## src/hdl/kwm_pkg.sv

```systemverilog
// Package for the k-way merge heap: field widths, action codes, the heap entry type,
// the command and status types and the entry ordering function.
// Used by every module of the block but kwm_ram. It depends on nothing else.
package kwm_pkg;

    localparam int WAYS_DEF = 16;
    localparam int EPOCH_W  = 40;
    localparam int MS_W     = 10;
    localparam int SYM_W    = 64;
    localparam int SRC_W    = 4;
    localparam int TKEY_W   = EPOCH_W + MS_W;

    localparam logic [1:0] ACT_LOAD    = 2'd0;
    localparam logic [1:0] ACT_BUILD   = 2'd1;
    localparam logic [1:0] ACT_REPLACE = 2'd2;

    // One heap entry. An exhausted entry holds a zero key.
    typedef struct packed {
        logic              done;
        logic [TKEY_W-1:0] tkey;
        logic [SYM_W-1:0]  sym;
        logic [SRC_W-1:0]  src;
    } entry_t;

    // Commands from the controller to the datapath.
    typedef struct packed {
        logic load;
        logic start_build;
        logic start_replace;
        logic bld_capture;
        logic rep_capture;
        logic bld_read;
        logic sift_read;
        logic cmp_step;
        logic bld_dec;
        logic out_load;
    } cmd_t;

    // Status from the datapath to the controller.
    typedef struct packed {
        logic count_zero;
        logic leaf;
        logic sift_done;
        logic bld_zero;
        logic out_busy;
    } status_t;

    // True when entry a orders strictly before entry b; exhausted entries sort last.
    function automatic logic orders_before(entry_t a, entry_t b);
        logic res;
        if (a.done != b.done)
        begin
            res = !a.done;
        end
        else if (a.done)
        begin
            res = 1'b0;
        end
        else if (a.tkey != b.tkey)
        begin
            res = a.tkey < b.tkey;
        end
        else
        begin
            res = a.sym < b.sym;
        end
        return res;
    endfunction

endpackage

```

## src/hdl/kwm_ram.sv

```systemverilog
// Generic RAM with one write port and two registered read ports.
// It depends on nothing else.
module kwm_ram #(
    parameter int WIDTH = 8,
    parameter int DEPTH = 16
) (
    input  logic                     clk,
    input  logic                     we,
    input  logic [$clog2(DEPTH)-1:0] waddr,
    input  logic [WIDTH-1:0]         wdata,
    input  logic [$clog2(DEPTH)-1:0] raddr_a,
    input  logic [$clog2(DEPTH)-1:0] raddr_b,
    output logic [WIDTH-1:0]         rdata_a,
    output logic [WIDTH-1:0]         rdata_b
);

    logic [WIDTH-1:0] mem [DEPTH];

    // Write and registered reads.
    always_ff @(posedge clk)
    begin
        if (we)
        begin
            mem[waddr] <= wdata;
        end
        rdata_a <= mem[raddr_a];
        rdata_b <= mem[raddr_b];
    end

endmodule

```

## src/hdl/kwm_ctrl.sv

```systemverilog
// Controller state machine of the merge heap: sequences load, build, replace, sift and report.
// Depends on kwm_pkg for the command and status types and the action codes.
module kwm_ctrl (
    input  logic             clk,
    input  logic             rst_n,
    input  logic             in_valid,
    input  logic [1:0]       action,
    output logic             in_stall,
    input  kwm_pkg::status_t sts,
    output kwm_pkg::cmd_t    cmd
);

    typedef enum logic [9:0] {
        S_IDLE     = 10'b0000000001,
        S_REP_RD   = 10'b0000000010,
        S_REP_LD   = 10'b0000000100,
        S_BLD_RD   = 10'b0000001000,
        S_BLD_LD   = 10'b0000010000,
        S_SIFT_RD  = 10'b0000100000,
        S_SIFT_CMP = 10'b0001000000,
        S_NEXT     = 10'b0010000000,
        S_ROOT_RD  = 10'b0100000000,
        S_REPORT   = 10'b1000000000
    } state_t;

    state_t state_reg, state_next;
    logic   build_reg, build_next;

    assign in_stall = (state_reg != S_IDLE);

    // Next state and commands.
    always_comb
    begin
        state_next = state_reg;
        build_next = build_reg;
        cmd        = '0;
        unique case (state_reg)
            S_IDLE:
            begin
                if (in_valid)
                begin
                    unique case (action)
                        kwm_pkg::ACT_LOAD:
                        begin
                            cmd.load = 1'b1;
                        end
                        kwm_pkg::ACT_BUILD:
                        begin
                            cmd.start_build = 1'b1;
                            build_next      = 1'b1;
                            state_next      = sts.count_zero ? S_REPORT : S_BLD_RD;
                        end
                        kwm_pkg::ACT_REPLACE:
                        begin
                            cmd.start_replace = 1'b1;
                            build_next        = 1'b0;
                            state_next        = sts.count_zero ? S_REPORT : S_REP_RD;
                        end
                        default:
                        begin
                            state_next = S_IDLE;
                        end
                    endcase
                end
            end
            S_REP_RD:
            begin
                state_next = S_REP_LD;
            end
            S_REP_LD:
            begin
                cmd.rep_capture = 1'b1;
                state_next      = S_SIFT_RD;
            end
            S_BLD_RD:
            begin
                cmd.bld_read = 1'b1;
                state_next   = S_BLD_LD;
            end
            S_BLD_LD:
            begin
                cmd.bld_capture = 1'b1;
                state_next      = S_SIFT_RD;
            end
            S_SIFT_RD:
            begin
                cmd.sift_read = 1'b1;
                state_next    = sts.leaf ? S_NEXT : S_SIFT_CMP;
            end
            S_SIFT_CMP:
            begin
                cmd.cmp_step = 1'b1;
                state_next   = sts.sift_done ? S_NEXT : S_SIFT_RD;
            end
            S_NEXT:
            begin
                if (build_reg && !sts.bld_zero)
                begin
                    cmd.bld_dec = 1'b1;
                    state_next  = S_BLD_RD;
                end
                else
                begin
                    state_next = S_ROOT_RD;
                end
            end
            S_ROOT_RD:
            begin
                state_next = S_REPORT;
            end
            S_REPORT:
            begin
                if (!sts.out_busy)
                begin
                    cmd.out_load = 1'b1;
                    state_next   = S_IDLE;
                end
            end
            default:
            begin
                state_next = S_IDLE;
            end
        endcase
    end

    // State registers.
    always_ff @(posedge clk or negedge rst_n)
    begin
        if (!rst_n)
        begin
            state_reg <= S_IDLE;
            build_reg <= 1'b0;
        end
        else
        begin
            state_reg <= state_next;
            build_reg <= build_next;
        end
    end

endmodule

```

## src/hdl/kwm_datapath.sv

```systemverilog
// Datapath of the merge heap: entry RAM, sinking entry, indexes, count and output word.
// Depends on kwm_pkg and kwm_ram.
module kwm_datapath #(
    parameter int WAYS = kwm_pkg::WAYS_DEF
) (
    input  logic                         clk,
    input  logic                         rst_n,
    input  kwm_pkg::cmd_t                cmd,
    output kwm_pkg::status_t             sts,
    input  logic [kwm_pkg::EPOCH_W-1:0]  epoch_seconds,
    input  logic [kwm_pkg::MS_W-1:0]     millis,
    input  logic [kwm_pkg::SYM_W-1:0]    symbol,
    input  logic                         exhausted,
    output logic                         out_valid,
    input  logic                         out_stall,
    output logic [kwm_pkg::SRC_W-1:0]    min_source,
    output logic [kwm_pkg::EPOCH_W-1:0]  min_epoch,
    output logic [kwm_pkg::MS_W-1:0]     min_millis,
    output logic [kwm_pkg::SYM_W-1:0]    min_symbol,
    output logic                         all_done
);

    localparam int AW    = $clog2(WAYS);
    localparam int CNT_W = $clog2(WAYS + 1);
    localparam int CW    = AW + 2;
    localparam int EW    = $bits(kwm_pkg::entry_t);

    logic [CNT_W-1:0] count_reg, count_next;
    logic [AW-1:0]    idx_reg, idx_next;
    logic [AW-1:0]    bld_reg, bld_next;
    kwm_pkg::entry_t  cur_reg, cur_next;
    kwm_pkg::entry_t  newkey_reg, newkey_next;
    logic             out_valid_reg, out_valid_next;

    logic [kwm_pkg::SRC_W-1:0]   src_reg;
    logic [kwm_pkg::EPOCH_W-1:0] epoch_reg;
    logic [kwm_pkg::MS_W-1:0]    ms_reg;
    logic [kwm_pkg::SYM_W-1:0]   sym_reg;
    logic                        done_reg;

    logic            we;
    logic [AW-1:0]   waddr, raddr_a, raddr_b;
    kwm_pkg::entry_t wdata, rdata_a, rdata_b, in_entry, best;
    logic [EW-1:0]   rd_a_bits, rd_b_bits;
    logic [CW-1:0]   lc, rc, n_ext;
    logic            r_ok, sel_l, sel_r;

    kwm_ram #(.WIDTH(EW), .DEPTH(WAYS)) u_ram (
        .clk     (clk),
        .we      (we),
        .waddr   (waddr),
        .wdata   (wdata),
        .raddr_a (raddr_a),
        .raddr_b (raddr_b),
        .rdata_a (rd_a_bits),
        .rdata_b (rd_b_bits)
    );

    assign rdata_a = kwm_pkg::entry_t'(rd_a_bits);
    assign rdata_b = kwm_pkg::entry_t'(rd_b_bits);

    // Child indexes of the current node and their range checks.
    assign lc    = {1'b0, idx_reg, 1'b1};
    assign rc    = lc + CW'(1);
    assign n_ext = CW'(count_reg);
    assign r_ok  = rc < n_ext;

    // Input word as an entry; an exhausted record keeps a zero key.
    always_comb
    begin
        in_entry.done = exhausted;
        in_entry.tkey = exhausted ? '0 : {epoch_seconds, millis};
        in_entry.sym  = exhausted ? '0 : symbol;
        in_entry.src  = kwm_pkg::SRC_W'(count_reg);
    end

    // Pick the smallest of the sinking entry and its two children; ties keep the parent.
    always_comb
    begin
        best  = cur_reg;
        sel_l = 1'b0;
        sel_r = 1'b0;
        if (kwm_pkg::orders_before(rdata_a, cur_reg))
        begin
            best  = rdata_a;
            sel_l = 1'b1;
        end
        if (r_ok && kwm_pkg::orders_before(rdata_b, best))
        begin
            best  = rdata_b;
            sel_l = 1'b0;
            sel_r = 1'b1;
        end
    end

    assign sts.count_zero = (count_reg == '0);
    assign sts.leaf       = (lc >= n_ext);
    assign sts.sift_done  = !(sel_l || sel_r);
    assign sts.bld_zero   = (bld_reg == '0);
    assign sts.out_busy   = out_valid_reg && out_stall;

    // RAM port selection.
    always_comb
    begin
        we      = 1'b0;
        waddr   = idx_reg;
        wdata   = cur_reg;
        raddr_a = '0;
        raddr_b = AW'(rc);
        if (cmd.load && (count_reg < CNT_W'(WAYS)))
        begin
            we    = 1'b1;
            waddr = AW'(count_reg);
            wdata = in_entry;
        end
        else if (cmd.sift_read && sts.leaf)
        begin
            we = 1'b1;
        end
        else if (cmd.cmp_step)
        begin
            we    = 1'b1;
            wdata = best;
        end
        if (cmd.bld_read)
        begin
            raddr_a = bld_reg;
        end
        else if (cmd.sift_read)
        begin
            raddr_a = AW'(lc);
        end
    end

    // Next values of the working registers.
    always_comb
    begin
        count_next     = count_reg;
        idx_next       = idx_reg;
        bld_next       = bld_reg;
        cur_next       = cur_reg;
        newkey_next    = newkey_reg;
        out_valid_next = out_valid_reg && out_stall;
        if (cmd.load && (count_reg < CNT_W'(WAYS)))
        begin
            count_next = count_reg + CNT_W'(1);
        end
        if (cmd.start_build)
        begin
            bld_next = AW'((count_reg - CNT_W'(1)) >> 1);
        end
        if (cmd.start_replace)
        begin
            newkey_next = in_entry;
        end
        if (cmd.rep_capture)
        begin
            cur_next     = newkey_reg;
            cur_next.src = rdata_a.src;
            idx_next     = '0;
        end
        if (cmd.bld_capture)
        begin
            cur_next = rdata_a;
            idx_next = bld_reg;
        end
        if (cmd.cmp_step && sel_l)
        begin
            idx_next = AW'(lc);
        end
        else if (cmd.cmp_step && sel_r)
        begin
            idx_next = AW'(rc);
        end
        if (cmd.bld_dec)
        begin
            bld_next = bld_reg - AW'(1);
        end
        if (cmd.out_load)
        begin
            out_valid_next = 1'b1;
        end
    end

    // Control registers.
    always_ff @(posedge clk or negedge rst_n)
    begin
        if (!rst_n)
        begin
            count_reg     <= '0;
            out_valid_reg <= 1'b0;
        end
        else
        begin
            count_reg     <= count_next;
            out_valid_reg <= out_valid_next;
        end
    end

    // Payload registers; the output word loads from the root read.
    always_ff @(posedge clk)
    begin
        idx_reg    <= idx_next;
        bld_reg    <= bld_next;
        cur_reg    <= cur_next;
        newkey_reg <= newkey_next;
        if (cmd.out_load)
        begin
            if (sts.count_zero)
            begin
                src_reg   <= '0;
                epoch_reg <= '0;
                ms_reg    <= '0;
                sym_reg   <= '0;
                done_reg  <= 1'b1;
            end
            else
            begin
                src_reg   <= rdata_a.src;
                epoch_reg <= rdata_a.tkey[kwm_pkg::TKEY_W-1:kwm_pkg::MS_W];
                ms_reg    <= rdata_a.tkey[kwm_pkg::MS_W-1:0];
                sym_reg   <= rdata_a.sym;
                done_reg  <= rdata_a.done;
            end
        end
    end

    assign out_valid  = out_valid_reg;
    assign min_source = src_reg;
    assign min_epoch  = epoch_reg;
    assign min_millis = ms_reg;
    assign min_symbol = sym_reg;
    assign all_done   = done_reg;

endmodule

```

## src/hdl/k_way_merge_min_heap.sv

```systemverilog
// K-way merge engine on a binary min-heap held in a two-read-port RAM; one item at a time.
// Load takes its word without stalling. Replace reads the root, then sifts the new key down
// one level per read and compare step until it settles or reaches a leaf; build does the
// same sift for each parent node from the last one down to the root. Both then read the root.
// On an empty heap the result word is loaded without a sift; input stalls until the word is loaded.
// Reset clears the entry count and output valid; RAM contents are not cleared.
module k_way_merge_min_heap #(
    parameter int WAYS = kwm_pkg::WAYS_DEF
) (
    input  logic                         clk,
    input  logic                         rst_n,
    input  logic                         in_valid,
    output logic                         in_stall,
    input  logic [1:0]                   action,
    input  logic [kwm_pkg::EPOCH_W-1:0]  epoch_seconds,
    input  logic [kwm_pkg::MS_W-1:0]     millis,
    input  logic [kwm_pkg::SYM_W-1:0]    symbol,
    input  logic                         exhausted,
    output logic                         out_valid,
    input  logic                         out_stall,
    output logic [kwm_pkg::SRC_W-1:0]    min_source,
    output logic [kwm_pkg::EPOCH_W-1:0]  min_epoch,
    output logic [kwm_pkg::MS_W-1:0]     min_millis,
    output logic [kwm_pkg::SYM_W-1:0]    min_symbol,
    output logic                         all_done
);

    kwm_pkg::cmd_t    cmd;
    kwm_pkg::status_t sts;

    kwm_ctrl u_ctrl (
        .clk      (clk),
        .rst_n    (rst_n),
        .in_valid (in_valid),
        .action   (action),
        .in_stall (in_stall),
        .sts      (sts),
        .cmd      (cmd)
    );

    kwm_datapath #(.WAYS(WAYS)) u_dp (
        .clk           (clk),
        .rst_n         (rst_n),
        .cmd           (cmd),
        .sts           (sts),
        .epoch_seconds (epoch_seconds),
        .millis        (millis),
        .symbol        (symbol),
        .exhausted     (exhausted),
        .out_valid     (out_valid),
        .out_stall     (out_stall),
        .min_source    (min_source),
        .min_epoch     (min_epoch),
        .min_millis    (min_millis),
        .min_symbol    (min_symbol),
        .all_done      (all_done)
    );

endmodule

```

## config.mk

```make
export PLATFORM = sky130hd
export DESIGN_NAME = k_way_merge_min_heap
export DESIGN_NICKNAME = d
export VERILOG_FILES = /design/src/hdl/kwm_pkg.sv /design/src/hdl/kwm_ram.sv /design/src/hdl/kwm_ctrl.sv /design/src/hdl/kwm_datapath.sv /design/src/hdl/k_way_merge_min_heap.sv
export SDC_FILE = /design/constraint.sdc
export NUM_CORES = 2
export LEC_CHECK = 0
export BUFFER_PORTS_ARGS = -buffer_cell sky130_fd_sc_hd__buf_2
export CAP_MARGIN = 25
export CORE_MARGIN = 2
export CORE_UTILIZATION = 36
export CTS_BUF_LIST = sky130_fd_sc_hd__clkbuf_2
export DETAILED_ROUTE_END_ITERATION = 6
export GPL_ROUTABILITY_DRIVEN = 0
export PLACE_DENSITY_LB_ADDON = 0.2
export SYNTH_ARGS = -nofsm -noshare
export SYNTH_HDL_FRONTEND = slang
export SYNTH_SLANG_ARGS = --single-unit
export TNS_END_PERCENT = 5
```

## constraint.sdc

```tcl
create_clock -name clk -period 18.9 [get_ports clk]
set_clock_uncertainty 0.1 [all_clocks]
set_input_delay 3.78 -clock clk [delete_from_list [all_inputs] [get_ports clk]]
set_output_delay 3.78 -clock clk [all_outputs]
set_load 0.02 [all_outputs]
```

==> impl_metrics.py <==
metrics = {
    "cts": {
        "clockRootBuffer": "clkbuf_2",
        "cts_repair_resize_count": 0,
        "clockBufferDepth": 4,
        "cts_tree": "done",
        "cts_hold_buf": 0,
        "numClockSinks": 2520,
        "clk-insertion-delay-late_ns": 1.87,
        "cts-buffers-inserted": 653,
        "h-tree-depth": 6,
        "post_cts.repair.setup_buffers": 0,
        "path_clk_slew_ns": 0.11,
    },
    "critical_path": {
        "reg2reg_depth": 23,
        "slowest_delay_ns": 0.90,
        "cp.depth": 23,
        "cp-start-kind": "flop",
        "r2r_slack_ns": 7.40,
        "cp_data_required_time_ns": 20.20,
        "path_max_fanout": 103,
        "r2r-end": "u_dp.u_ram.mem[6][98]",
        "rr_startpoint": "u_dp.cur_reg[110]",
        "crit_buf_inv": 3,
        "critPathTopFamily": "simple AND/OR/NAND/NOR gates",
        "critPathKind": "flop to flop",
        "cp.arrival_ns": 12.80,
        "slowest_stage": "nor4_1",
        "crit_chain": "inv_1 > ha_1 > nand3_1 > nor4_1 > nand2_1 > nor4_2 > a221oi_1 > a31o_4 > nand2b_4 > buf_12 > mux2i_1 > ha_1 > nand4_1 > nor4_1 > nand3_1 > nor3_1 > o221ai_1 > a2111oi_1 > o31ai_1 > a31oi_4 > buf_12 > mux2_2 > o21ai_1",
        "endpoint_kind": "flop",
    },
    "logic_synthesis": {
        "synth_seq_cells": 2520,
        "synth_ff_type": "edfxtp_1",
        "synth_edf_count": 2264,
        "syn_area_per_cell_um2": 12.76,
        "synth_nets": 9141,
        "ys_seq_area_frac": 0.6535,
        "async_flop_share": 0.006746,
        "yosys.cell_types.count": 91,
        "syn_area_um2": 112000,
        "ys_warn_count": 0,
        "syn-instance-count": 8778,
    },
    "drt": {
        "wire_per_inst_um": 26.58,
        "ant_nets": 0,
        "wl_mm": 369.3,
        "routed_via_density": 5.543,
        "wl_met2_mm": 174.4,
        "vias": 77020,
        "met1_length_mm": 156.6,
        "routed-wl-met3_mm": 27.21,
        "drt-initial-drc-count": 8038,
        "drt_pass1_iterations": 6,
        "routed.top_layer": "met5",
        "drcViolationCount": 0,
    },
    "die": {
        "io-pin-count": 242,
        "die_area_um2": 315600,
        "start_util": 0.3623,
        "fp.dieH_um": 561.8,
        "core_area_um2": 309100,
        "fp-row-count": 204,
        "die_w_um": 561.8,
    },
    "final_layout": {
        "largest_reg_flops": 1904,
        "nFillCells": 29620,
        "syn_to_final_growth_pct": 10.43,
        "largest_register": "u_dp.u_ram.mem",
        "post-route-util": 0.4002,
        "drive_above_1_share": 0.1933,
        "layout.nets": 9607,
    },
    "timing": {
        "relSlewSlack": 0.1867,
        "period_minus_slack_ns": 11.50,
        "slew_viol_final": 0,
        "rsz0062_at_grt": "false",
        "period_share": 0.6087,
        "hold_violations": 0,
        "tns_ns": 0,
        "max_freq_mhz": 86.92,
        "tightest_slew_ns": 1.220,
        "setup_violations": 0,
    },
    "global_route": {
        "grt_pass1_wl_mm": 530.1,
        "grt_max_degree": 172,
        "track_usage": 0.2277,
        "grt_overflow": 0,
        "antenna_found_initial": 32,
        "grt_pass1_vias": 76200,
    },
    "place": {
        "dpl.hpwl_mm": 199.5,
        "io_buffers": 241,
    },
    "min_path": {
        "hold_depth": 1,
        "hp-class": "flop to flop",
        "hp-start": "u_ctrl.build_reg",
        "hold_path_end": "u_ctrl.state_reg[8]",
    },
    "power": {
        "leakage_uw": 0.04581,
        "peakVddDrop_mv": 0.1301,
        "p_per_area_nw_per_um2": 92.62,
    },
    "flow_run": {
        "maxCapViolCount": 0,
    },
    "status": {
        "status": "complete, no violations",
    },
}
cells by family (layout without fill, tap and decap cells):
family          after synthesis  after routing  synth area share
buf+inv                     844           1831           0.03198
xor+xnor                     11             11         0.0008603
other cells                   0              9                 0
simple gates               3484           3484            0.1364
fa+ha+maj                   242            242           0.02703
flops                      2520           2520            0.6535
compound gates             1091           1091           0.06834
mux                         586            586           0.08182
cells in the final DEF, fill, tap and decap left out, drive strengths merged, types with 16 or more instances in the layout:
master / Yosys / routed
a21o: 28 / 28
a21oi: 207 / 207
a22oi: 120 / 120
a311oi: 358 / 358
a31oi: 128 / 128
and2: 120 / 120
and3: 245 / 245
buf: 109 / 397
bufinv: 0 / 16
clkbuf: 474 / 956
clkinv: 0 / 178
dfrtp: 16 / 16
dfxtp: 239 / 239
edfxtp: 2264 / 2264
ha: 242 / 242
inv: 258 / 278
mux2: 232 / 232
mux2i: 116 / 116
mux4: 238 / 238
nand2: 2328 / 2328
nand3: 498 / 498
nand4: 43 / 43
nor2: 56 / 56
nor2b: 110 / 110
nor3: 28 / 28
nor4: 16 / 16
o21ai: 164 / 164
through the flow:
step	power [uW]	setup WS [ns]	std cells	instance area, um2	hold slack, ns
3_5_place_dp	7659	7.917	12700	117400	0.3666
3_3_place_gp	7665	8.062	12700	117300	0.3602
2_1_floorplan	7245	8.459	8778	112000	0.3212
6_report	11460	7.395	13890	123700	0.3287
5_1_grt	11970	7.316	13890	123700	0.3463
4_1_cts	11570	7.803	13880	123500	0.3478
metal layers:
layer | up-vias | global-route usage
met1 | 38880 | 0.3092
met5 | - | 0
met3 | 614 | 0.03816
met4 | 22 | 0.07705
li1 | 33890 | -
met2 | 3609 | 0.3693
worst register-to-register path, cell delays in order, from the launching register on:
cell and delay (ns):
edfxtp_1 0.40, inv_1 0.06, ha_1 0.29, nand3_1 0.14, nor4_1 0.71, nand2_1 0.37
nor4_2 0.84, a221oi_1 0.45, a31o_4 0.36, nand2b_4 0.28, buf_12 0.54, mux2i_1 0.75
ha_1 0.25, nand4_1 0.21, nor4_1 0.91, nand3_1 0.15, nor3_1 0.90, o221ai_1 0.34
a2111oi_1 0.53, o31ai_1 0.21, a31oi_4 0.23, buf_12 0.72, mux2_2 0.55, o21ai_1 0.81
how the worst max path moves through the flow:
stage | from | to | slack [ns]
floorplan | action[0] | u_dp.u_ram.mem[5][0] | 8.46
global placement | u_dp.cur_reg[110] | u_dp.u_ram.mem[11][101] | 8.06
detailed placement | u_dp.cur_reg[115] | u_dp.u_ram.mem[15][101] | 7.92
CTS | u_dp.cur_reg[110] | u_dp.u_ram.mem[1][101] | 7.80
global route | u_dp.cur_reg[111] | u_dp.u_ram.mem[10][98] | 7.32
finish | u_dp.cur_reg[110] | u_dp.u_ram.mem[6][98] | 7.40
synthesized netlist by cell type (all sizes together) (4+ instances only):
| library cell | n | area (um2) |
|---|---|---|
| nand2 | 2328 | 8738 |
| edfxtp | 2264 | 67990 |
| nand3 | 498 | 2497 |
| clkbuf | 474 | 1899 |
| a311oi | 358 | 3136 |
| inv | 258 | 968.4 |
| and3 | 245 | 1535 |
| ha | 242 | 3028 |
| dfxtp | 239 | 4785 |
| mux4 | 238 | 5360 |
| mux2 | 232 | 2643 |
| a21oi | 207 | 1036 |
| o21ai | 164 | 824.5 |
| a31oi | 128 | 815.8 |
| a22oi | 120 | 900.9 |
| and2 | 120 | 753.2 |
| mux2i | 116 | 1161 |
| nor2b | 110 | 688.2 |
| buf | 109 | 681.9 |
| nor2 | 56 | 220.2 |
| nand4 | 43 | 275.3 |
| a21o | 28 | 211.5 |
| nor3 | 28 | 145.1 |
| dfrtp | 16 | 400.4 |
| nor4 | 16 | 112.6 |
| and2b | 11 | 96.34 |
| o21a | 11 | 82.58 |
| a211oi | 9 | 67.56 |
| o211ai | 9 | 67.56 |
| xnor2 | 9 | 78.83 |
| nand2b | 8 | 50.05 |
| a221oi | 6 | 52.55 |
| o31ai | 6 | 45.04 |
| a221o | 5 | 50.05 |
| nor3b | 5 | 37.54 |
| a211o | 4 | 35.03 |
| o22ai | 4 | 25.02 |
area by class of cell:
type                            instances  area (um2)  area share
Inverter                              258       968.4    0.007830
Tap cell                             4120        5155     0.04168
Clock buffer                          956        4785     0.03868
Timing Repair Buffer                  397        2744     0.02218
Antenna cell                            9       22.52   0.0001821
Multi-Input combinational cell       5414       35470      0.2868
Sequential cell                      2520       73200      0.5918
Clock inverter                        220        1343     0.01085
where the power goes:
| group | internal, uW | total [uW] | switching (uW) |
|---|---|---|---|
| Combinational | 598 | 1310 | 712 |
| Sequential | 6120 | 6230 | 114 |
| Clock | 1580 | 3920 | 2340 |
(Power assumes the default switching activity.)
